<file path="config.mk">
export PLATFORM = sky130hd
export DESIGN_NAME = disk_transfer_chunk_sequencer
export DESIGN_NICKNAME = d
export VERILOG_FILES = /design/src/dtcs_pkg.sv /design/src/dtcs_div.sv /design/src/disk_transfer_chunk_sequencer.sv
export SDC_FILE = /design/constraint.sdc
export NUM_CORES = 1
export LEC_CHECK = 0
export BUFFER_PORTS_ARGS = -buffer_cell sky130_fd_sc_hd__buf_4
export CAP_MARGIN = 20
export CORE_MARGIN = 2
export CORE_UTILIZATION = 50
export CTS_BUF_LIST = sky130_fd_sc_hd__clkbuf_8
export CTS_CLUSTER_SIZE = 8
export DETAILED_ROUTE_END_ITERATION = 10
export PLACE_DENSITY_LB_ADDON = 0.05
export SYNTH_ARGS = -nofsm -noshare
export SYNTH_HDL_FRONTEND = slang
export SYNTH_SLANG_ARGS = --single-unit
</file>
<file path="constraint.sdc">
create_clock -name clk_i -period 5.41 [get_ports clk_i]
set_input_delay 0.2705 -clock clk_i [delete_from_list [all_inputs] [get_ports clk_i]]
set_output_delay 0.2705 -clock clk_i [all_outputs]
set_load 0.02 [all_outputs]
</file>
<file path="src/dtcs_pkg.sv">
// shared types and constants of the disk transfer chunk sequencer
`timescale 1ns / 1ps
package dtcs_pkg;

  localparam logic [7:0] CMD_READ  = 8'hde;
  localparam logic [7:0] CMD_WRITE = 8'he6;
  localparam int unsigned SECTOR_SHIFT = 9;

  localparam logic OP_START    = 1'b0;
  localparam logic OP_COMPLETE = 1'b1;

  localparam logic KIND_ISSUE  = 1'b0;
  localparam logic KIND_FINISH = 1'b1;

  localparam logic [1:0] ERR_NONE       = 2'd0;
  localparam logic [1:0] ERR_ARGUMENT   = 2'd1;
  localparam logic [1:0] ERR_FAIL       = 2'd2;
  localparam logic [1:0] ERR_FAIL_SENSE = 2'd3;

  localparam logic [1:0] CFG_SPT     = 2'd0;
  localparam logic [1:0] CFG_SPC     = 2'd1;
  localparam logic [1:0] CFG_SPU     = 2'd2;
  localparam logic [1:0] CFG_NORETRY = 2'd3;

  localparam int unsigned DIV_DW = 24;
  localparam int unsigned DIV_VW = 16;

  typedef enum logic [1:0] {
    ST_IDLE,
    ST_CYL,
    ST_HEAD,
    ST_SECT
  } seq_state_e;

  typedef struct packed {
    logic              start;
    logic [DIV_DW-1:0] dividend;
    logic [DIV_VW-1:0] divisor;
  } div_req_t;

  typedef struct packed {
    logic              done;
    logic [DIV_DW-1:0] quot;
    logic [DIV_VW-1:0] rem;
  } div_rsp_t;

endpackage

</file>
<file path="src/dtcs_div.sv">
// shared restoring divider, one quotient bit per cycle
`timescale 1ns / 1ps
module dtcs_div (
  input  logic              clk_i,
  input  logic              rst_ni,
  input  dtcs_pkg::div_req_t req_i,
  output dtcs_pkg::div_rsp_t rsp_o
);
  import dtcs_pkg::*;

  localparam int unsigned CW = $clog2(DIV_DW);

  logic              run_q, run_d;
  logic              done_q, done_d;
  logic [CW-1:0]     cnt_q, cnt_d;
  logic [DIV_VW-1:0] rem_q, rem_d;
  logic [DIV_DW-1:0] quot_q, quot_d;
  logic [DIV_VW-1:0] dvs_q, dvs_d;
  logic [DIV_VW:0]   trial;
  logic              ge;

  assign trial = {rem_q, quot_q[DIV_DW-1]};
  assign ge    = trial >= {1'b0, dvs_q};

  always_comb begin
    run_d  = run_q;
    done_d = 1'b0;
    cnt_d  = cnt_q;
    rem_d  = rem_q;
    quot_d = quot_q;
    dvs_d  = dvs_q;
    if (req_i.start) begin
      run_d  = 1'b1;
      cnt_d  = '0;
      rem_d  = '0;
      quot_d = req_i.dividend;
      dvs_d  = req_i.divisor;
    end else if (run_q) begin
      rem_d  = ge ? DIV_VW'(trial - {1'b0, dvs_q}) : trial[DIV_VW-1:0];
      quot_d = {quot_q[DIV_DW-2:0], ge};
      cnt_d  = cnt_q + 1'b1;
      if (cnt_q == CW'(DIV_DW - 1)) begin
        run_d  = 1'b0;
        done_d = 1'b1;
      end
    end
  end

  always_ff @(posedge clk_i or negedge rst_ni) begin
    if (!rst_ni) begin
      run_q  <= 1'b0;
      done_q <= 1'b0;
      cnt_q  <= '0;
    end else begin
      run_q  <= run_d;
      done_q <= done_d;
      cnt_q  <= cnt_d;
    end
  end

  always_ff @(posedge clk_i) begin
    rem_q  <= rem_d;
    quot_q <= quot_d;
    dvs_q  <= dvs_d;
  end

  assign rsp_o.done = done_q;
  assign rsp_o.quot = quot_q;
  assign rsp_o.rem  = rem_q;

endmodule

</file>
<file path="src/disk_transfer_chunk_sequencer.sv">
// disk transfer chunk sequencer: request check, chunking and retry control
// an argument error or a finish goes to the output register when accepted; an
// ignored completion gives no output; a chunk issue takes three passes of the shared
// divider (cylinder and offset, head, sector in track); one item is worked at a time
// the input stalls while an issue is in progress or a held result blocks the output
// reset: async active low, idle with no request in flight, control registers at defaults
`timescale 1ns / 1ps
module disk_transfer_chunk_sequencer #(
  parameter int unsigned UNIT_COUNT  = 8,
  parameter int unsigned MAX_CHUNK   = 128,
  parameter int unsigned RETRY_LIMIT = 10
) (
  input  logic        clk_i,
  input  logic        rst_ni,
  // configuration write channel
  input  logic        cfg_valid_i,
  output logic        cfg_ready_o,
  input  logic [1:0]  cfg_index_i,
  input  logic [23:0] cfg_data_i,
  // input channel
  input  logic        in_valid_i,
  output logic        in_stall_o,
  input  logic        opcode_i,
  input  logic        write_request_i,
  input  logic [3:0]  unit_number_i,
  input  logic [23:0] first_sector_i,
  input  logic [15:0] sector_total_i,
  input  logic [23:0] buffer_address_i,
  input  logic        chunk_failed_i,
  input  logic [15:0] sense_bytes_i,
  input  logic [7:0]  residual_sectors_i,
  // output channel
  output logic        out_valid_o,
  input  logic        out_stall_i,
  output logic        result_kind_o,
  output logic [7:0]  device_command_o,
  output logic [2:0]  drive_select_o,
  output logic [15:0] cylinder_number_o,
  output logic [4:0]  head_number_o,
  output logic [7:0]  track_sector_o,
  output logic [7:0]  chunk_sectors_o,
  output logic [23:0] chunk_address_o,
  output logic [15:0] sectors_done_o,
  output logic [1:0]  error_code_o,
  output logic [15:0] sense_value_o
);
  import dtcs_pkg::*;

  // configuration registers
  logic [7:0]  spt_q;
  logic [15:0] spc_q;
  logic [23:0] spu_q;
  logic        noretry_q;
  logic [7:0]  spt_eff;
  logic [15:0] spc_eff;

  // request state
  logic        busy_q;
  logic        is_write_q;
  logic [2:0]  drive_q;
  logic [23:0] nsec_q;
  logic [15:0] remain_q;
  logic [15:0] orig_q;
  logic [23:0] naddr_q;
  logic [7:0]  chunk_q;
  logic [4:0]  retry_q;
  logic        pick_q;
  logic [15:0] cyl_q;
  logic [4:0]  head_q;

  seq_state_e state_q, state_d;

  // output register
  logic        ov_q;
  logic        kind_q;
  logic [7:0]  cmd_q;
  logic [2:0]  dsel_q;
  logic [15:0] ocyl_q;
  logic [4:0]  ohead_q;
  logic [7:0]  otrk_q;
  logic [7:0]  ochunk_q;
  logic [23:0] oaddr_q;
  logic [15:0] odone_q;
  logic [1:0]  oerr_q;
  logic [15:0] osense_q;

  div_req_t div_req;
  div_rsp_t div_rsp;

  logic        in_acc;
  logic        arg_err;
  logic [24:0] end_sector;
  logic [15:0] remain_ok;
  logic [23:0] nsec_ok;
  logic [23:0] naddr_ok;
  logic        retry_ok;
  logic [7:0]  resid;
  logic [15:0] left;
  logic [16:0] room;
  logic [15:0] pick_n;
  logic [7:0]  halved;
  logic        go_start, go_next, go_retry;
  logic        fin_acc;
  logic        ov_set;
  logic [23:0] div_ns;

  assign spt_eff = (spt_q == '0) ? 8'd1 : spt_q;
  assign spc_eff = (spc_q == '0) ? 16'd1 : spc_q;

  assign cfg_ready_o = 1'b1;

  always_ff @(posedge clk_i or negedge rst_ni) begin
    if (!rst_ni) begin
      spt_q     <= 8'd32;
      spc_q     <= 16'd256;
      spu_q     <= '0;
      noretry_q <= 1'b0;
    end else if (cfg_valid_i) begin
      case (cfg_index_i)
        CFG_SPT:     spt_q     <= cfg_data_i[7:0];
        CFG_SPC:     spc_q     <= cfg_data_i[15:0];
        CFG_SPU:     spu_q     <= cfg_data_i;
        CFG_NORETRY: noretry_q <= cfg_data_i[0];
        default:     ;
      endcase
    end
  end

  // a new item only in idle and only when the output slot is free this cycle
  assign in_stall_o = (state_q != ST_IDLE) || (ov_q && out_stall_i);
  assign in_acc     = in_valid_i && !in_stall_o;

  // start checks
  assign end_sector = {1'b0, first_sector_i} + {9'd0, sector_total_i};
  assign arg_err = busy_q || ({28'd0, unit_number_i} >= 32'(UNIT_COUNT)) ||
                   (buffer_address_i[SECTOR_SHIFT-1:0] != '0) ||
                   (sector_total_i == '0) || (end_sector > {1'b0, spu_q});

  // completion arithmetic
  assign remain_ok = remain_q - {8'd0, chunk_q};
  assign nsec_ok   = nsec_q + {16'd0, chunk_q};
  assign naddr_ok  = naddr_q + 24'({chunk_q, {SECTOR_SHIFT{1'b0}}});
  assign retry_ok  = !noretry_q && (retry_q <= 5'(RETRY_LIMIT));
  assign resid     = (residual_sectors_i > chunk_q) ? chunk_q : residual_sectors_i;
  assign left      = remain_q - {8'd0, chunk_q} + {8'd0, resid};
  assign halved    = {1'b0, chunk_q[7:1]} | 8'd1;

  assign go_start = in_acc && (opcode_i == OP_START) && !arg_err;
  assign go_next  = in_acc && (opcode_i == OP_COMPLETE) && busy_q && !chunk_failed_i &&
                    (remain_ok != '0);
  assign go_retry = in_acc && (opcode_i == OP_COMPLETE) && busy_q && chunk_failed_i &&
                    retry_ok;

  // finished result: argument error, success or final failure
  assign fin_acc = in_acc && !go_start && !go_next && !go_retry &&
                   (opcode_i == OP_START || busy_q);
  assign ov_set  = fin_acc || (state_q == ST_SECT && div_rsp.done);

  // chunk clip: up to cylinder end, remaining count and chunk limit
  always_comb begin
    room   = {1'b0, spc_eff} - {1'b0, div_rsp.rem};
    pick_n = room[15:0];
    if (room > {1'b0, remain_q}) pick_n = remain_q;
    if (pick_n > 16'(MAX_CHUNK)) pick_n = 16'(MAX_CHUNK);
  end

  // next state
  always_comb begin
    state_d = state_q;
    case (state_q)
      ST_IDLE: if (go_start || go_next || go_retry) state_d = ST_CYL;
      ST_CYL:  if (div_rsp.done) state_d = ST_HEAD;
      ST_HEAD: if (div_rsp.done) state_d = ST_SECT;
      ST_SECT: if (div_rsp.done) state_d = ST_IDLE;
      default: state_d = ST_IDLE;
    endcase
  end

  // divider requests
  always_comb begin
    if (go_start)     div_ns = first_sector_i;
    else if (go_next) div_ns = nsec_ok;
    else              div_ns = nsec_q;
    div_req = '0;
    case (state_q)
      ST_IDLE: begin
        div_req.start    = go_start || go_next || go_retry;
        div_req.dividend = div_ns;
        div_req.divisor  = spc_eff;
      end
      ST_CYL: begin
        div_req.start    = div_rsp.done;
        div_req.dividend = {8'd0, div_rsp.rem};
        div_req.divisor  = {8'd0, spt_eff};
      end
      ST_HEAD: begin
        div_req.start    = div_rsp.done;
        div_req.dividend = nsec_q;
        div_req.divisor  = {8'd0, spt_eff};
      end
      default: ;
    endcase
  end

  dtcs_div u_div (
    .clk_i  (clk_i),
    .rst_ni (rst_ni),
    .req_i  (div_req),
    .rsp_o  (div_rsp)
  );

  always_ff @(posedge clk_i or negedge rst_ni) begin
    if (!rst_ni) begin
      state_q    <= ST_IDLE;
      busy_q     <= 1'b0;
      is_write_q <= 1'b0;
      drive_q    <= '0;
      nsec_q     <= '0;
      remain_q   <= '0;
      orig_q     <= '0;
      naddr_q    <= '0;
      chunk_q    <= '0;
      retry_q    <= '0;
      pick_q     <= 1'b0;
      ov_q       <= 1'b0;
    end else begin
      state_q <= state_d;
      ov_q    <= ov_set || (ov_q && out_stall_i);
      if (in_acc) begin
        if (opcode_i == OP_START) begin
          if (!arg_err) begin
            busy_q     <= 1'b1;
            is_write_q <= write_request_i;
            drive_q    <= unit_number_i[2:0];
            nsec_q     <= first_sector_i;
            remain_q   <= sector_total_i;
            orig_q     <= sector_total_i;
            naddr_q    <= buffer_address_i;
            pick_q     <= 1'b1;
          end
        end else if (busy_q) begin
          if (!chunk_failed_i) begin
            remain_q <= remain_ok;
            nsec_q   <= nsec_ok;
            naddr_q  <= naddr_ok;
            pick_q   <= 1'b1;
            if (remain_ok == '0) begin
              busy_q <= 1'b0;
            end
          end else if (retry_ok) begin
            retry_q <= retry_q + 1'b1;
            chunk_q <= halved;
            pick_q  <= 1'b0;
          end else begin
            busy_q <= 1'b0;
          end
        end
      end
      if (state_q == ST_CYL && div_rsp.done && pick_q) begin
        chunk_q <= pick_n[7:0];
        retry_q <= '0;
      end
    end
  end

  // geometry and result payload
  always_ff @(posedge clk_i) begin
    if (state_q == ST_CYL && div_rsp.done) cyl_q <= div_rsp.quot[15:0];
    if (state_q == ST_HEAD && div_rsp.done) head_q <= div_rsp.quot[4:0];
    if (state_q == ST_SECT && div_rsp.done) begin
      kind_q   <= KIND_ISSUE;
      cmd_q    <= is_write_q ? CMD_WRITE : CMD_READ;
      dsel_q   <= drive_q;
      ocyl_q   <= cyl_q;
      ohead_q  <= head_q;
      otrk_q   <= div_rsp.rem[7:0];
      ochunk_q <= chunk_q;
      oaddr_q  <= naddr_q;
      odone_q  <= '0;
      oerr_q   <= ERR_NONE;
      osense_q <= '0;
    end else if (fin_acc) begin
      kind_q   <= KIND_FINISH;
      cmd_q    <= '0;
      dsel_q   <= '0;
      ocyl_q   <= '0;
      ohead_q  <= '0;
      otrk_q   <= '0;
      ochunk_q <= '0;
      oaddr_q  <= '0;
      osense_q <= '0;
      if (opcode_i == OP_START) begin
        odone_q <= '0;
        oerr_q  <= ERR_ARGUMENT;
      end else if (!chunk_failed_i) begin
        odone_q <= orig_q;
        oerr_q  <= ERR_NONE;
      end else begin
        odone_q <= orig_q - left;
        if (sense_bytes_i != '0) begin
          oerr_q   <= ERR_FAIL_SENSE;
          osense_q <= sense_bytes_i;
        end else begin
          oerr_q <= ERR_FAIL;
        end
      end
    end
  end

  assign out_valid_o       = ov_q;
  assign result_kind_o     = kind_q;
  assign device_command_o  = cmd_q;
  assign drive_select_o    = dsel_q;
  assign cylinder_number_o = ocyl_q;
  assign head_number_o     = ohead_q;
  assign track_sector_o    = otrk_q;
  assign chunk_sectors_o   = ochunk_q;
  assign chunk_address_o   = oaddr_q;
  assign sectors_done_o    = odone_q;
  assign error_code_o      = oerr_q;
  assign sense_value_o     = osense_q;

endmodule
</file>
=== Word level (Yosys, flattened, before mapping) ===
Index checks and enable logic that the tools add are counted.

* Register bits: 342
* Output and inout bits: 110
* Logic and storage cells: 211

* Add/sub/neg operators: 10
* $lt $le $gt $ge: 7
* Equal/unequal tests: 15
* Mux-type cells: 79
* Bitwise logic cells: 2
* Reduce and logical (&&, ||, !) cells: 63

{| class="wikitable"
|+ Operator list
! operator !! number
|-
| $mux W24 || 14
|-
| $mux W16 || 14
|-
| $pmux W41 S3 || 1
|-
| $mux W8 || 13
|-
| $mux W5 || 10
|-
| $logic_not A16 Y1 || 3
|-
| $reduce_bool A16 Y1 || 2
|-
| $sub A16 B16 Y16 || 2
|-
| $add A24 B16 Y25 || 1
|-
| $gt A25 B24 Y1 || 1
|-
| $add A24 B17 Y24 || 1
|-
| $add A24 B8 Y24 || 1
|-
| $logic_and A1 B1 Y1 || 19
|-
| $ge A17 B16 Y1 || 1
|-
| $gt A17 B16 Y1 || 1
|-
| $mux W1 || 17
|-
| $sub A16 B16 Y17 || 1
|-
| $add A16 B8 Y16 || 1
|-
| $gt A16 B8 Y1 const B || 1
|-
| $reduce_bool A2 Y1 || 8
|-
| $sub A16 B8 Y16 || 1
|-
| $mux W2 || 6
|-
| $reduce_and A4 Y1 || 3
|-
| $add A5 B1 Y5 const B || 2
|-
| other kinds (21) || 52
|}

=== Depth between registers and ports, before layout ===
Gate-level depths: netlist (run 1).

* Depth after elaboration: 14
* Depth in mapped cells: 22
* Gate-level depth less buffers: 21

=== Hierarchy ===
A second synthesis (run 1) with hierarchy kept.

* Cell total of the unflattened synthesis: 2109
* Area total of the unflattened synthesis: 20823.7 um^2

{| class="wikitable"
|+ By module, submodules not included
! module !! instances !! cells each !! area an instance (um^2) !! sequential area each (um^2)
|-
| disk_transfer_chunk_sequencer || 1 || 1808 || 17498.0 || 7154.4
|-
| dtcs_div || 1 || 301 || 3325.7 || 1696.6
|}

=== Worst setup path after synthesis (run 1) ===
Ideal clock, no wire load.

* Path type: input to register
* From: input port first_sector_i[5]
* To: register oaddr_q[0] (netlist: chunk_address_o[0]) (enable)
* Arrival time: 5451 ps
* Data required time: 4988 ps
* Setup slack: -463 ps
* Stages: 21
* Path buffers: 2
* Cells stage by stage: ha_1 > a21oi_1 > nor2b_1 > o211ai_1 > and3_1 > o31a_1 > o21a_1 > a21oi_1 > nor2_1 > xor2_1 > ha_1 > nand4_1 > nor4_1 > o211ai_1 > nand4_1 > a221o_1 > nand4_1 > and2_1 > buf_6 > buf_2 > inv_1

* Word-level cells in the longest chain between the ends: 11

{| class="wikitable"
|+ Ends and longest elaborated chain
! what !! RTL line !! source
|-
| start: declaration || disk_transfer_chunk_sequencer.sv:26 || <nowiki>input logic [23:0] first_sector_i,</nowiki>
|-
| $add A24 B16 Y25 || disk_transfer_chunk_sequencer.sv:134 || <nowiki>assign end_sector = {1'b0, first_sector_i} + {9'd0, sector_total_i};</nowiki>
|-
| $gt A25 B24 Y1 || disk_transfer_chunk_sequencer.sv:137 || <nowiki>(sector_total_i == '0) || (end_sector > {1'b0, spu_q});</nowiki>
|-
| $logic_or A1 B1 Y1 || disk_transfer_chunk_sequencer.sv:137 ||
|-
| $logic_not A1 Y1 || - ||
|-
| $logic_and A1 B1 Y1 || disk_transfer_chunk_sequencer.sv:148 || <nowiki>assign go_start = in_acc && (opcode_i == OP_START) && !arg_err;</nowiki>
|-
| $logic_not A1 Y1 || disk_transfer_chunk_sequencer.sv:155 || <nowiki>assign fin_acc = in_acc && !go_start && !go_next && !go_retry &&</nowiki>
|-
| $logic_and A1 B1 Y1 (4 in a row) || disk_transfer_chunk_sequencer.sv:155 ||
|-
| $reduce_bool A2 Y1 (no line) || - ||
|-
| end signal: assignment || disk_transfer_chunk_sequencer.sv:278 || <nowiki>oaddr_q <= naddr_q;</nowiki>
|-
| end: declaration || disk_transfer_chunk_sequencer.sv:82 || <nowiki>logic [23:0] oaddr_q;</nowiki>
|}

Every way passes these cells.
A chain may end at the register's enable or synchronous reset.

=== Worst setup path in the final report (run 1) ===
* From: input port first_sector_i[5]
* To: register u_div.quot_q[19], data pin

* Word-level cells in the longest chain between the ends: 9
* Elaborated cells on any way between the ends: 10

{| class="wikitable"
|+ Ends and longest elaborated chain
! what !! RTL line !! source
|-
| $add A24 B16 Y25 (*) || disk_transfer_chunk_sequencer.sv:134 ||
|-
| $gt A25 B24 Y1 (*) || disk_transfer_chunk_sequencer.sv:137 ||
|-
| $logic_or A1 B1 Y1 (*) || disk_transfer_chunk_sequencer.sv:137 ||
|-
| $logic_not A1 Y1 (*) || - ||
|-
| $logic_and A1 B1 Y1 (*) || disk_transfer_chunk_sequencer.sv:148 ||
|-
| $logic_or A1 B1 Y1 (2 in a row) || disk_transfer_chunk_sequencer.sv:187 || <nowiki>div_req.start = go_start || go_next || go_retry;</nowiki>
|-
| $pmux W41 S3 (*) || disk_transfer_chunk_sequencer.sv:185 || <nowiki>case (state_q)</nowiki>
|-
| $mux W24 (*) || dtcs_div.sv:32 || <nowiki>if (req_i.start) begin</nowiki>
|-
| via u_div.quot_d[19] || dtcs_div.sv:17 || <nowiki>logic [DIV_DW-1:0] quot_q, quot_d;</nowiki>
|-
| end signal: assignment || dtcs_div.sv:63 || <nowiki>quot_q <= quot_d;</nowiki>
|-
| end: declaration || dtcs_div.sv:17 ||
|}

The timed path passes the listed nets; every way through them passes the cells marked *.

==> report_table.html, run 1 <==
<table>
<tr><th>Metric</th><th>Value</th></tr>
<tr><th colspan="2">Outcome</th></tr>
<tr><td>Run status</td><td>complete, no violations</td></tr>
<tr><th colspan="2">Cells and area</th></tr>
<tr><td>Final instance area</td><td>26100 um^2</td></tr>
<tr><td>Fraction of final layout cells with drive strength greater than 1</td><td>19.6%</td></tr>
<tr><td>Top library cells by usage in the layout, fill and taps aside</td><td>buf_4 (305), nand2_1 (186), inv_1 (165)</td></tr>
<tr><td>Final layout net count</td><td>2851</td></tr>
<tr><td>Leading cell type in the layout, fill and taps excluded</td><td>buf_4</td></tr>
<tr><td>Fin util</td><td>62.5%</td></tr>
<tr><td>Area Overhead vs Synth</td><td>23.8%</td></tr>
<tr><td>Ant. Diodes</td><td>0</td></tr>
<tr><th colspan="2">Setup path</th></tr>
<tr><td>Data arrival time of the critical path</td><td>5.62 ns</td></tr>
<tr><td>Required @ worst endpoint</td><td>5.84 ns</td></tr>
<tr><td>Type of the worst setup path</td><td>in2reg</td></tr>
<tr><td>R2R Setup Slk</td><td>0.24 ns</td></tr>
<tr><td>Worst r2r src</td><td>spc_q[9]</td></tr>
<tr><td>Endpoint of the lowest-slack register-to-register path</td><td>chunk_q[0]</td></tr>
<tr><td>Setup crit end kind</td><td>flop</td></tr>
<tr><td>Depth of the worst register-to-register path</td><td>20</td></tr>
<tr><td>Destination of the critical timing path</td><td>u_div.quot_q[19]</td></tr>
<tr><td>Highest fanout seen on the critical path</td><td>14</td></tr>
<tr><td>Critical path startpoint category</td><td>primary input</td></tr>
<tr><td>Timing startpoint of the critical path</td><td>first_sector_i[5]</td></tr>
<tr><th colspan="2">Flow run</th></tr>
<tr><td>Max-Cap Viols</td><td>0</td></tr>
<tr><th colspan="2">Pwr</th></tr>
<tr><td>Fraction of power spent switching nets</td><td>44.6%</td></tr>
<tr><td>Net Switching</td><td>6.79 mW</td></tr>
<tr><td>Sequential share of power</td><td>26.8%</td></tr>
<tr><td>Internal</td><td>8.44 mW</td></tr>
<tr><td>Leakage power total</td><td>11.8 nW</td></tr>
<tr><td>Tot Pwr</td><td>15.2 mW</td></tr>
<tr><td>Max rail drop VDD</td><td>485 uV</td></tr>
<tr><td>Share of power burned in the clock network</td><td>15.8%</td></tr>
<tr><td>Comb power frac</td><td>57.4%</td></tr>
<tr><td>Power Density</td><td>583 nW/um^2</td></tr>
<tr><th colspan="2">Worst hold path</th></tr>
<tr><td>Worst min-delay path startpoint</td><td>chunk_failed_i</td></tr>
<tr><td>Class of the worst hold path</td><td>in2reg</td></tr>
<tr><th colspan="2">Yosys</th></tr>
<tr><td>Post-synth cell types</td><td>85</td></tr>
<tr><td>Synthesized netlist net count</td><td>2485</td></tr>
<tr><td>Portion of the post-synthesis area used by sequential elements</td><td>42.0%</td></tr>
<tr><td>Post-synth EDFFs</td><td>129</td></tr>
<tr><td>Synthesized instance count</td><td>2195</td></tr>
<tr><td>Warnings from Yosys</td><td>0</td></tr>
<tr><td>Top cell type by total area after synthesis</td><td>dfrtp_1</td></tr>
<tr><td>Area share of the largest cell type after synthesis</td><td>18.5%</td></tr>
<tr><td>Cells taking the most area after synthesis</td><td>dfrtp_1 (19%), edfxtp_1 (18%), ha_1 (8.9%)</td></tr>
<tr><td>Cell area after synthesis</td><td>21100 um^2</td></tr>
<tr><td>Flop and latch count out of synthesis</td><td>338</td></tr>
<tr><td>Commonest register cell after synthesis</td><td>dfrtp_1</td></tr>
<tr><td>Fraction of synthesis flops using an asynchronous set or reset pin</td><td>46.7%</td></tr>
<tr><td>Post-synthesis area per instance</td><td>9.61 um^2</td></tr>
<tr><th colspan="2">Clocking</th></tr>
<tr><td>H-tree lvl count</td><td>2</td></tr>
<tr><td>Sinks on Clock Net</td><td>338</td></tr>
<tr><td>Cell at the root of the clock tree</td><td>clkbuf_8</td></tr>
<tr><td>Skew-Pair Late Insertion Delay</td><td>0.68 ns</td></tr>
<tr><td>Clock Path Buffers</td><td>3</td></tr>
<tr><td>Clock edge transition at the registers on the reported setup and hold paths</td><td>0.06 ns</td></tr>
<tr><td>Inserted Clock Buffers</td><td>60</td></tr>
<tr><td>CTS tree</td><td>built</td></tr>
<tr><th colspan="2">STA</th></tr>
<tr><td>Transition time at the pin with the least slew margin</td><td>0.942 ns</td></tr>
<tr><td>Final Hold Violating Endpoints</td><td>0</td></tr>
<tr><td>Relative slew slack</td><td>35.6%</td></tr>
<tr><td>Final-report setup violation count</td><td>0</td></tr>
<tr><td>Final Max Slew Viols</td><td>0</td></tr>
<tr><td>Crit path time final</td><td>5.19 ns</td></tr>
<tr><td>Max Clk Rate</td><td>193 MHz</td></tr>
<tr><td>Final worst-path cycle share</td><td>96.0%</td></tr>
<tr><td>Worst-case clock skew</td><td>0.0424 ns</td></tr>
<tr><th colspan="2">Route</th></tr>
<tr><td>Remaining number of nets flagged by the antenna check after routing</td><td>0</td></tr>
<tr><td>Routed Wire Length</td><td>67300 um</td></tr>
<tr><td>DRC violations left</td><td>0</td></tr>
<tr><td>Routed wire length per instance</td><td>21.4 um</td></tr>
<tr><td>Vias</td><td>18.4k</td></tr>
<tr><td>1st-pass router iterations</td><td>5</td></tr>
<tr><td>Initial DRC Count</td><td>1392</td></tr>
<tr><td>Post-detailed-route via-to-cell ratio</td><td>5.84</td></tr>
<tr><th colspan="2">Placed design</th></tr>
<tr><td>Cell area after placement</td><td>23700 um^2</td></tr>
<tr><td>HPWL after detailed placement</td><td>50500 um</td></tr>
<tr><td>Placer Congestion</td><td>0.936</td></tr>
<tr><td>Port bufs</td><td>233</td></tr>
<tr><th colspan="2">Global routing</th></tr>
<tr><td>Total routing usage reported by global routing</td><td>30.6%</td></tr>
<tr><td>Largest net degree at the start of global routing</td><td>68</td></tr>
<tr><td>First-pass GRT wire length</td><td>103000 um</td></tr>
<tr><td>Initial antenna violation count</td><td>1</td></tr>
<tr><td>Remaining global-route overflow</td><td>0</td></tr>
<tr><td>Via count of the first global-routing pass</td><td>18.0k</td></tr>
<tr><th colspan="2">Floorplan</th></tr>
<tr><td>Area of the die</td><td>43800 um^2</td></tr>
<tr><td>Std cell rows</td><td>75</td></tr>
<tr><td>Initial cell density of the core</td><td>50.5%</td></tr>
<tr><td>Die height</td><td>209 um</td></tr>
<tr><td>Boundary Pins</td><td>236</td></tr>
<tr><td>Overall die width</td><td>209 um</td></tr>
<tr><td>Core Footprint</td><td>41800 um^2</td></tr>
</table>
[power groups by stage]
stage | Sequential (mW) | Clock [mW] | Combinational [mW]
2_1_floorplan | 4.16 | 0 | 5.93
3_3_place_gp | 4.08 | 0 | 8.42
3_5_place_dp | 4.10 | 0 | 8.55
4_1_cts | 4.06 | 2.46 | 8.67
5_1_grt | 4.15 | 2.58 | 9.70
6_report | 4.07 | 2.41 | 8.74
[through the flow]
stage | hold WS [ns] | instances | setup TNS, ns | setup WS [ns]
after floorplan | -0.0251 | 2195 | 0 | 0.0444
after global placement | 0.347 | 2927 | 0 | 0.146
after detailed placement | 0.350 | 2928 | 0 | 0.0598
after CTS | 0.117 | 3146 | 0 | 0.132
after global routing | 0.166 | 3151 | -0.0452 | -0.0282
final | 0.160 | 3151 | 0 | 0.216
[metal layers]
layer | track usage, % | share of wire, % | routed length (um) | up-vias
li1 | - | - | - | 8746
met1 | 42.5 | 45 | 30300 | 8881
met2 | 49.8 | 46 | 31200 | 671
met3 | 3.86 | 5.8 | 3900 | 112
met4 | 10.3 | 2.8 | 1870 | 0
met5 | 0 | 0 | 0 | -
[cell usage after synthesis (9+ instances only)]
cell         n
a211oi_1    25
a21o_1      31
a21oi_1    134
a22o_1      26
a22oi_1     15
a31oi_1     23
and2_1      25
and3_1      66
buf_2       11
clkbuf_1    91
dfrtp_1    156
dfxtp_1     51
edfxtp_1   129
fa_1        14
ha_1       150
inv_1      146
mux2_2      58
mux2i_1     60
nand2_1    186
nand2b_1    13
nand3_1     46
nand4_1     26
nor2_1     159
nor2b_1     22
nor3_1      49
nor4_1      21
o211ai_1    19
o21a_1      22
o21ai_0    115
o22a_1      11
o22ai_1     22
o2bb2ai_1   17
o31a_1       9
o31ai_1     12
or2_2       10
or3_1        9
xnor2_1     55
xor2_1      29
[critical path, cell delays in order]
cell,delay (ns)
dlygate4sd3_1,0.54
buf_4,0.18
ha_1,0.38
a21oi_2,0.17
nor2b_2,0.17
o211ai_1,0.12
and3_1,0.23
o31a_1,0.28
o21a_1,0.25
a21oi_4,0.18
nor2_1,0.08
xor2_1,0.14
ha_1,0.29
nand4_1,0.17
nor4_2,0.34
a31oi_1,0.16
nand2b_2,0.24
a221o_2,0.47
buf_6,0.20
and2_1,0.18
buf_4,0.17
o21a_1,0.10
o31ai_1,0.20
a21oi_1,0.10
[what timing repair did]
item,4_1_cts,5_1_grt
resized for setup,0,14
setup buffers,0,4
setup endpoints to repair,0,206
endpoints found under the hold margin,205,0
hold buffers,105,0
[registers in the layout, summed over array words and instances (netlist names), 24 cells and up]
signal           flops
nsec_q              24
u_div.quot_q        24
spu_q               24
chunk_address_o     24
naddr_q             24
[how the worst min path moves through the flow]
stage,endpoint,depth (start not counted)
final,retry_q[2],4
after global routing,sectors_done_o[1],3
after CTS,retry_q[2],4
after detailed placement,u_div.cnt_q[3],1
after global placement,u_div.cnt_q[1],1
after floorplan,busy_q,0
[logic make-up after synthesis]
group	share of synthesized area, %
and+or+nand+nor	15.4
AOI/OAI and AO/OA	17.8
DFF	42.0
buffers and inverters	5.09
adders and majority gates	10.2
muxes	5.94
xor gates and xnor gates	3.49
other	0.0356
[area by class of cell]
type	instances	area, um^2
multi-input cells	1591	11300
inverters	149	564
flip-flops and latches	338	8850
clock buffers	74	1020
well taps	539	674
fillers	3526	15700
repair buffers	421	3530
clock inverters	39	214
Power figures use the tool's default switching activity.
==> inputs of run 2 (changes only) <==
==> constraint.sdc (replaced) <==
create_clock -name clk_i -period 5.41 [get_ports clk_i]
set_input_delay 1.082 -clock clk_i [delete_from_list [all_inputs] [get_ports clk_i]]
set_output_delay 1.082 -clock clk_i [all_outputs]
set_load 0.02 [all_outputs]
==> report_table.html, run 2 (synthesis gave the netlist of run 1 again) <==
<table>
<tr><th>Metric</th><th>Value</th></tr>
<tr><th colspan="2">Outcome</th></tr>
<tr><td>Run status</td><td>complete, no violations (unchanged)</td></tr>
<tr><th colspan="2">Route</th></tr>
<tr><td>Routed Wire Length</td><td>66800 um (was 67300 um)</td></tr>
<tr><td>1st-pass router iterations</td><td>5 (unchanged)</td></tr>
<tr><td>DRC violations left</td><td>0 (unchanged)</td></tr>
<tr><td>Initial DRC Count</td><td>1582 (was 1392)</td></tr>
<tr><td>Vias</td><td>18.2k (was 18.4k)</td></tr>
<tr><td>Post-detailed-route via-to-cell ratio</td><td>5.83 (was 5.84)</td></tr>
<tr><td>Remaining number of nets flagged by the antenna check after routing</td><td>0 (unchanged)</td></tr>
<tr><td>Routed wire length per instance</td><td>21.4 um (about the same)</td></tr>
<tr><th colspan="2">Floorplan</th></tr>
<tr><td>Overall die width</td><td>209 um (unchanged)</td></tr>
<tr><td>Initial cell density of the core</td><td>50.5% (unchanged)</td></tr>
<tr><td>Core Footprint</td><td>41800 um^2 (unchanged)</td></tr>
<tr><td>Die height</td><td>209 um (unchanged)</td></tr>
<tr><td>Area of the die</td><td>43800 um^2 (unchanged)</td></tr>
<tr><td>Std cell rows</td><td>75 (unchanged)</td></tr>
<tr><td>Boundary Pins</td><td>236 (unchanged)</td></tr>
<tr><th colspan="2">Cells and area</th></tr>
<tr><td>Final layout net count</td><td>2824 (was 2851)</td></tr>
<tr><td>Leading cell type in the layout, fill and taps excluded</td><td>buf_4 (unchanged)</td></tr>
<tr><td>Fraction of final layout cells with drive strength greater than 1</td><td>22.9% (was 19.6%)</td></tr>
<tr><td>Ant. Diodes</td><td>0 (unchanged)</td></tr>
<tr><td>Fin util</td><td>61.5% (was 62.5%)</td></tr>
<tr><td>Number of fill cells</td><td>3622 (was 3526)</td></tr>
<tr><td>Top library cells by usage in the layout, fill and taps aside</td><td>buf_4 (385), nand2_1 (185), inv_1 (175) (was buf_4 (305), nand2_1 (186), inv_1 (165))</td></tr>
<tr><td>Area Overhead vs Synth</td><td>21.8% (was 23.8%)</td></tr>
<tr><th colspan="2">STA</th></tr>
<tr><td>Final-report setup violation count</td><td>0 (unchanged)</td></tr>
<tr><td>Relative slew slack</td><td>29.0% (was 35.6%)</td></tr>
<tr><td>Final Max Slew Viols</td><td>0 (unchanged)</td></tr>
<tr><td>Unrepaired setup endpoints after global routing</td><td>yes</td></tr>
<tr><td>Transition time at the pin with the least slew margin</td><td>1.06 ns (was 0.942 ns)</td></tr>
<tr><td>Worst-case clock skew</td><td>0.0350 ns (was 0.0424 ns)</td></tr>
<tr><td>Final Hold Violating Endpoints</td><td>0 (unchanged)</td></tr>
<tr><td>Final worst-path cycle share</td><td>98.1% (was 96.0%)</td></tr>
<tr><td>Max Clk Rate</td><td>188 MHz (was 193 MHz)</td></tr>
<tr><td>Crit path time final</td><td>5.31 ns (was 5.19 ns)</td></tr>
<tr><td>Worst hold slack</td><td>0.454 ns (was 0.160 ns)</td></tr>
<tr><th colspan="2">Setup path</th></tr>
<tr><td>Critical path startpoint category</td><td>flop (was primary input)</td></tr>
<tr><td>R2R Setup Slk</td><td>0.10 ns (was 0.24 ns)</td></tr>
<tr><td>Required @ worst endpoint</td><td>5.95 ns (was 5.84 ns)</td></tr>
<tr><td>Setup crit end kind</td><td>flop (unchanged)</td></tr>
<tr><td>Type of the worst setup path</td><td>reg2reg (was in2reg)</td></tr>
<tr><td>Cell family with the largest share of critical-path delay</td><td>compound AO/OA/AOI/OAI gates (unchanged)</td></tr>
<tr><td>Peak per-stage delay on the critical path</td><td>0.41 ns (was 0.54 ns)</td></tr>
<tr><td>Worst-path cell chain</td><td>nor4_4 &gt; a41oi_2 &gt; ha_2 &gt; fa_1 &gt; nor2b_2 &gt; o2111ai_1 &gt; and4bb_2 &gt; a2111oi_2 &gt; buf_4 &gt; nor3_1 &gt; xnor2_1 &gt; ha_1 &gt; nand4_1 &gt; nor3_1 &gt; a21boi_0 &gt; o31a_1 &gt; a211o_1 &gt; nand4b_1 &gt; o31a_1 &gt; a221oi_1 (was dlygate4sd3_1 &gt; buf_4 &gt; ha_1 &gt; a21oi_2 &gt; nor2b_2 &gt; o211ai_1 &gt; and3_1 &gt; o31a_1 &gt; o21a_1 &gt; a21oi_4 &gt; nor2_1 &gt; xor2_1 &gt; ha_1 &gt; nand4_1 &gt; nor4_2 &gt; a31oi_1 &gt; nand2b_2 &gt; a221o_2 &gt; buf_6 &gt; and2_1 &gt; buf_4 &gt; o21a_1 &gt; o31ai_1 &gt; a21oi_1)</td></tr>
<tr><td>Slowest stage cell, crit path</td><td>dfrtp_1 (was dlygate4sd3_1)</td></tr>
<tr><td>Worst r2r src</td><td>spc_q[1] (was spc_q[9])</td></tr>
<tr><td>Count of buffer and inverter cells on the critical path</td><td>1 (was 4)</td></tr>
<tr><td>Data arrival time of the critical path</td><td>5.84 ns (was 5.62 ns)</td></tr>
<tr><td>Timing startpoint of the critical path</td><td>spc_q[1] (was first_sector_i[5])</td></tr>
<tr><td>Highest fanout seen on the critical path</td><td>4 (was 14)</td></tr>
<tr><th colspan="2">Pwr</th></tr>
<tr><td>Power Density</td><td>600 nW/um^2 (was 583 nW/um^2)</td></tr>
<tr><td>Max rail drop VDD</td><td>555 uV (was 485 uV)</td></tr>
<tr><td>Leakage power total</td><td>11.8 nW (about the same)</td></tr>
<tr><th colspan="2">Clocking</th></tr>
<tr><td>H-tree lvl count</td><td>2 (unchanged)</td></tr>
<tr><td>Clock Path Buffers</td><td>3 (unchanged)</td></tr>
<tr><td>Skew-Pair Late Insertion Delay</td><td>0.68 ns (about the same)</td></tr>
<tr><td>Number of buffers inserted for hold repair after clock tree synthesis</td><td>0 (was 105)</td></tr>
<tr><td>Inserted Clock Buffers</td><td>58 (was 60)</td></tr>
<tr><td>CTS tree</td><td>built (unchanged)</td></tr>
<tr><td>Clock edge transition at the registers on the reported setup and hold paths</td><td>0.06 ns (about the same)</td></tr>
<tr><td>Sinks on Clock Net</td><td>338 (unchanged)</td></tr>
<tr><td>Cell at the root of the clock tree</td><td>clkbuf_8 (unchanged)</td></tr>
<tr><th colspan="2">Flow run</th></tr>
<tr><td>Max-Cap Viols</td><td>0 (unchanged)</td></tr>
<tr><th colspan="2">Placed design</th></tr>
<tr><td>HPWL after detailed placement</td><td>51000 um (was 50500 um)</td></tr>
<tr><td>Port bufs</td><td>233 (unchanged)</td></tr>
<tr><td>Placer Congestion</td><td>0.926 (was 0.936)</td></tr>
<tr><th colspan="2">Global routing</th></tr>
<tr><td>Largest net degree at the start of global routing</td><td>89 (was 68)</td></tr>
<tr><td>First-pass GRT wire length</td><td>102000 um (was 103000 um)</td></tr>
<tr><td>Initial antenna violation count</td><td>1 (unchanged)</td></tr>
<tr><td>Via count of the first global-routing pass</td><td>17.7k (was 18.0k)</td></tr>
<tr><td>Total routing usage reported by global routing</td><td>30.3% (was 30.6%)</td></tr>
<tr><td>Remaining global-route overflow</td><td>0 (unchanged)</td></tr>
<tr><th colspan="2">Worst hold path</th></tr>
<tr><td>Worst min-delay path startpoint</td><td>error_code_o[1] (was chunk_failed_i)</td></tr>
<tr><td>Class of the worst hold path</td><td>reg2reg (was in2reg)</td></tr>
</table>
## run 2: changes by cell type in the layout (fill, tap and decap cells not counted), moves of 4 or more
cell / before / now
buf_4: 305 / 385
inv_1: 165 / 175
dlygate4sd3_1: 105 / 0
ha_4: 0 / 4
clkbuf_8: 74 / 68
clkinv_2: 14 / 4
ha_1: 150 / 145
## run 2: layout make-up
type	instances	area, um^2	share of cell area (%)
clock buffers	68	936	3.64
clock inverters	42	213	0.828
inverters	149	563	2.19
multi-input cells	1591	11400	44.3
flip-flops and latches	338	8850	34.4
well taps	539	674	2.62
repair buffers	396	3090	12.0
## run 2: path summary, 6_finish.rpt
check                                  end  cells past startpoint
setup / recovery                chunk_q[0]                     20
hold / removal             error_code_o[1]                      1
setup reg to reg                chunk_q[0]                     20
hold reg to reg            error_code_o[1]                      1
max in group asynchronous        spu_q[21]                      2
min in group asynchronous   u_div.cnt_q[0]                      1
## run 2: power by group
group / total [mW] / internal, mW / switching [mW]
logic: 9.05 / 3.92 / 5.13
registers: 4.08 / 3.47 / 0.616
clock network: 2.29 / 1.19 / 1.10
total: 15.4 / 8.58 / 6.84
## run 2: stage by stage
step / power, mW / setup WS, ns / instance area [um^2] / setup TNS [ns] / cells
2_1_floorplan: 10.1 / -0.512 / 21200 / -34.81 / 2195
3_5_place_dp: 13.0 / -0.472 / 24500 / -53.73 / 3011
3_3_place_gp: 12.9 / -0.390 / 24500 / -30.95 / 3011
5_1_grt: 16.6 / -0.0598 / 25700 / -0.246 / 3123
6_report: 15.4 / 0.103 / 25700 / 0 / 3123
4_1_cts: 15.4 / 0.0197 / 25600 / 0 / 3121
## run 2: timing repair
| item | 4_1_cts | 5_1_grt |
|---|---|---|
| resized for setup | 5 | 6 |
| setup endpoints to repair | 5 | 9 |
| pin swaps | 2 | 3 |
| buffers inserted | 0 | 1 |
## run 2: metal layers
metal	up-vias	GRT usage [%]	part of all wire (%)	wire length [um]
met2	612	47.1	45	29900
li1	8689	-	-	-
met1	8787	43.0	46	30400
met3	110	4.40	6.3	4190
met4	0	11.6	3.5	2310
met5	-	0	0	0
==> inputs of run 3 (changes only) <==
--- a/config.mk
+++ b/config.mk
@@ -13,6 +13,7 @@
 export CTS_CLUSTER_SIZE = 8
 export DETAILED_ROUTE_END_ITERATION = 10
 export PLACE_DENSITY_LB_ADDON = 0.05
+export RECOVER_POWER = 50
 export SYNTH_ARGS = -nofsm -noshare
 export SYNTH_HDL_FRONTEND = slang
 export SYNTH_SLANG_ARGS = --single-unit
==> report_table.html, run 3 (synthesis gave the netlist of run 1 again) <==
<table>
<tr><th>Metric</th><th>Value</th></tr>
<tr><th colspan="2">Cells and area</th></tr>
<tr><td>Ant. Diodes</td><td>0 (unchanged)</td></tr>
<tr><td>Leading cell type in the layout, fill and taps excluded</td><td>buf_4 (unchanged)</td></tr>
<tr><td>Number of fill cells</td><td>3680 (was 3622)</td></tr>
<tr><td>Sequential Area</td><td>8850 um^2 (unchanged)</td></tr>
<tr><td>Area Overhead vs Synth</td><td>20.7% (was 21.8%)</td></tr>
<tr><td>Fraction of final layout cells with drive strength greater than 1</td><td>20.7% (was 22.9%)</td></tr>
<tr><td>Multi-input gate area</td><td>11400 um^2 (unchanged)</td></tr>
<tr><td>Top library cells by usage in the layout, fill and taps aside</td><td>buf_4 (329), nand2_1 (185), inv_1 (175) (was buf_4 (385), nand2_1 (185), inv_1 (175))</td></tr>
<tr><td>Final layout net count</td><td>2824 (unchanged)</td></tr>
<tr><td>Final instance area</td><td>25500 um^2 (was 25700 um^2)</td></tr>
<tr><th colspan="2">Pwr</th></tr>
<tr><td>Max rail drop VDD</td><td>545 uV (was 555 uV)</td></tr>
<tr><td>Tot Pwr</td><td>15.3 mW (was 15.4 mW)</td></tr>
<tr><td>Power Density</td><td>602 nW/um^2 (was 600 nW/um^2)</td></tr>
<tr><td>Leakage power total</td><td>11.5 nW (was 11.8 nW)</td></tr>
<tr><th colspan="2">Route</th></tr>
<tr><td>Initial DRC Count</td><td>1611 (was 1582)</td></tr>
<tr><td>1st-pass router iterations</td><td>7 (was 5)</td></tr>
<tr><td>Routed wire length per instance</td><td>21.4 um (about the same)</td></tr>
<tr><td>Post-detailed-route via-to-cell ratio</td><td>5.84 (was 5.83)</td></tr>
<tr><td>Remaining number of nets flagged by the antenna check after routing</td><td>0 (unchanged)</td></tr>
<tr><td>Vias</td><td>18.2k (about the same)</td></tr>
<tr><td>Routed Wire Length</td><td>66800 um (about the same)</td></tr>
<tr><td>DRC violations left</td><td>0 (unchanged)</td></tr>
<tr><th colspan="2">Placed design</th></tr>
<tr><td>HPWL after detailed placement</td><td>51000 um (unchanged)</td></tr>
<tr><td>Port bufs</td><td>233 (unchanged)</td></tr>
<tr><td>Placer Congestion</td><td>0.926 (unchanged)</td></tr>
<tr><td>Cell area after placement</td><td>24500 um^2 (unchanged)</td></tr>
<tr><td>Post-placement worst setup slack</td><td>-0.472 ns (unchanged)</td></tr>
<tr><th colspan="2">Clocking</th></tr>
<tr><td>H-tree lvl count</td><td>2 (unchanged)</td></tr>
<tr><td>Sinks on Clock Net</td><td>338 (unchanged)</td></tr>
<tr><td>Skew-Pair Late Insertion Delay</td><td>0.68 ns (about the same)</td></tr>
<tr><td>CTS tree</td><td>built (unchanged)</td></tr>
<tr><td>Clock Path Buffers</td><td>3 (unchanged)</td></tr>
<tr><td>Inserted Clock Buffers</td><td>58 (unchanged)</td></tr>
<tr><td>Cell at the root of the clock tree</td><td>clkbuf_8 (unchanged)</td></tr>
<tr><td>Clock edge transition at the registers on the reported setup and hold paths</td><td>0.06 ns (about the same)</td></tr>
<tr><th colspan="2">Setup path</th></tr>
<tr><td>Required @ worst endpoint</td><td>5.94 ns (was 5.95 ns)</td></tr>
<tr><td>Timing startpoint of the critical path</td><td>spc_q[1] (unchanged)</td></tr>
<tr><td>Worst r2r src</td><td>spc_q[1] (unchanged)</td></tr>
<tr><td>Setup crit end kind</td><td>flop (unchanged)</td></tr>
<tr><td>Critical path startpoint category</td><td>flop (unchanged)</td></tr>
<tr><td>Data arrival time of the critical path</td><td>5.86 ns (was 5.84 ns)</td></tr>
<tr><td>Highest fanout seen on the critical path</td><td>4 (unchanged)</td></tr>
<tr><td>Type of the worst setup path</td><td>reg2reg (unchanged)</td></tr>
<tr><th colspan="2">Worst hold path</th></tr>
<tr><td>Worst min-delay path startpoint</td><td>error_code_o[1] (unchanged)</td></tr>
<tr><td>Class of the worst hold path</td><td>reg2reg (unchanged)</td></tr>
<tr><th colspan="2">Floorplan</th></tr>
<tr><td>Die height</td><td>209 um (unchanged)</td></tr>
<tr><td>Initial cell density of the core</td><td>50.5% (unchanged)</td></tr>
<tr><td>Overall die width</td><td>209 um (unchanged)</td></tr>
<tr><td>Core Footprint</td><td>41800 um^2 (unchanged)</td></tr>
<tr><td>Boundary Pins</td><td>236 (unchanged)</td></tr>
<tr><td>Std cell rows</td><td>75 (unchanged)</td></tr>
<tr><td>Area of the die</td><td>43800 um^2 (unchanged)</td></tr>
<tr><th colspan="2">STA</th></tr>
<tr><td>Transition time at the pin with the least slew margin</td><td>2.45 ns (was 1.06 ns)</td></tr>
<tr><td>Worst hold slack</td><td>0.453 ns (was 0.454 ns)</td></tr>
<tr><td>Final Max Slew Viols</td><td>212 (was 0)</td></tr>
<tr><td>Final Hold Violating Endpoints</td><td>0 (unchanged)</td></tr>
<tr><td>Relative slew slack</td><td>-63.5% (was 29.0%)</td></tr>
<tr><td>Final worst-path cycle share</td><td>98.5% (was 98.1%)</td></tr>
<tr><td>Worst-case setup margin in the final layout</td><td>0.0818 ns (was 0.103 ns)</td></tr>
<tr><td>Max Clk Rate</td><td>188 MHz (about the same)</td></tr>
<tr><td>Crit path time final</td><td>5.33 ns (was 5.31 ns)</td></tr>
<tr><td>Worst-case clock skew</td><td>0.0377 ns (was 0.0350 ns)</td></tr>
<tr><td>Final-report setup violation count</td><td>0 (unchanged)</td></tr>
<tr><td>Unrepaired setup endpoints after global routing</td><td>yes (unchanged)</td></tr>
<tr><th colspan="2">Global routing</th></tr>
<tr><td>Via count of the first global-routing pass</td><td>17.7k (unchanged)</td></tr>
<tr><td>First-pass GRT wire length</td><td>102000 um (unchanged)</td></tr>
<tr><td>Remaining global-route overflow</td><td>0 (unchanged)</td></tr>
<tr><td>Largest net degree at the start of global routing</td><td>89 (unchanged)</td></tr>
<tr><td>Initial antenna violation count</td><td>1 (unchanged)</td></tr>
<tr><td>Total routing usage reported by global routing</td><td>30.3% (unchanged)</td></tr>
<tr><th colspan="2">Outcome</th></tr>
<tr><td>Run status</td><td>finished, violations left (was complete, no violations)</td></tr>
<tr><td>Failing checks</td><td>max-capacitance violations, max-slew violations</td></tr>
<tr><th colspan="2">Flow run</th></tr>
<tr><td>Max-Cap Viols</td><td>3 (was 0)</td></tr>
</table>
==> run 3: final timing paths <==
check                                   to  cells after the start  slack [ns]
max                             chunk_q[0]                     20        0.08
max in group asynchronous        spu_q[21]                      2        1.17
min reg2reg                error_code_o[1]                      1        0.45
max reg2reg                     chunk_q[0]                     20        0.08
min                        error_code_o[1]                      1        0.45
min in group asynchronous   u_div.cnt_q[0]                      1        1.12
==> run 3: area by class of cell <==
type | instances | share of cell area, %
Multi-Input combinational cell | 1591 | 44.7
Sequential cell | 338 | 34.8
Timing Repair Buffer | 396 | 11.2
Clock buffer | 68 | 3.68
Tap cell | 539 | 2.65
Inverter | 149 | 2.21
Clock inverter | 42 | 0.835
==> run 3: worst max-delay path: stages, from the launching register on <==
cell and delay [ns]:
dfrtp_1 0.41, nor4_4 0.33, a41oi_2 0.24, ha_2 0.26, fa_1 0.40, nor2b_2 0.17, o2111ai_1 0.10, and4bb_2 0.29
a2111oi_2 0.35, buf_4 0.18, nor3_1 0.05, xnor2_1 0.26, ha_1 0.30, nand4_1 0.13, nor3_1 0.08, a21boi_0 0.12
o31a_1 0.32, a211o_1 0.32, nand4b_1 0.25, o31a_1 0.37, a221oi_1 0.27
==> run 3: power by group <==
part | switching (mW) | leakage (nW) | internal (mW)
sequential | 0.616 | 3.58 | 3.47
clock | 1.10 | 0.698 | 1.19
combinational | 5.13 | 7.25 | 3.81
==> run 3: routing by layer <==
metal / GRT usage (%) / part of all wire [%]
met4: 11.6 / 3.6
met3: 4.40 / 6.6
met1: 43.0 / 45
met5: 0 / 0
met2: 47.1 / 44
==> run 3: repair_timing <==
action	CTS	global route
setup buffers	0	1
pin swaps	2	3
hold buffers	0	0
setup endpoints to repair	5	9
gates resized for setup	5	6
==> run 3: metrics by stage <==
stage	setup TNS (ns)	utilization (%)	std cells
floorplan	-34.81	-	2195
global placement	-30.95	58.6	3011
detailed placement	-53.73	58.6	3011
CTS	0	61.4	3121
global route	-0.257	61.0	3123
finish	0	61.0	3123
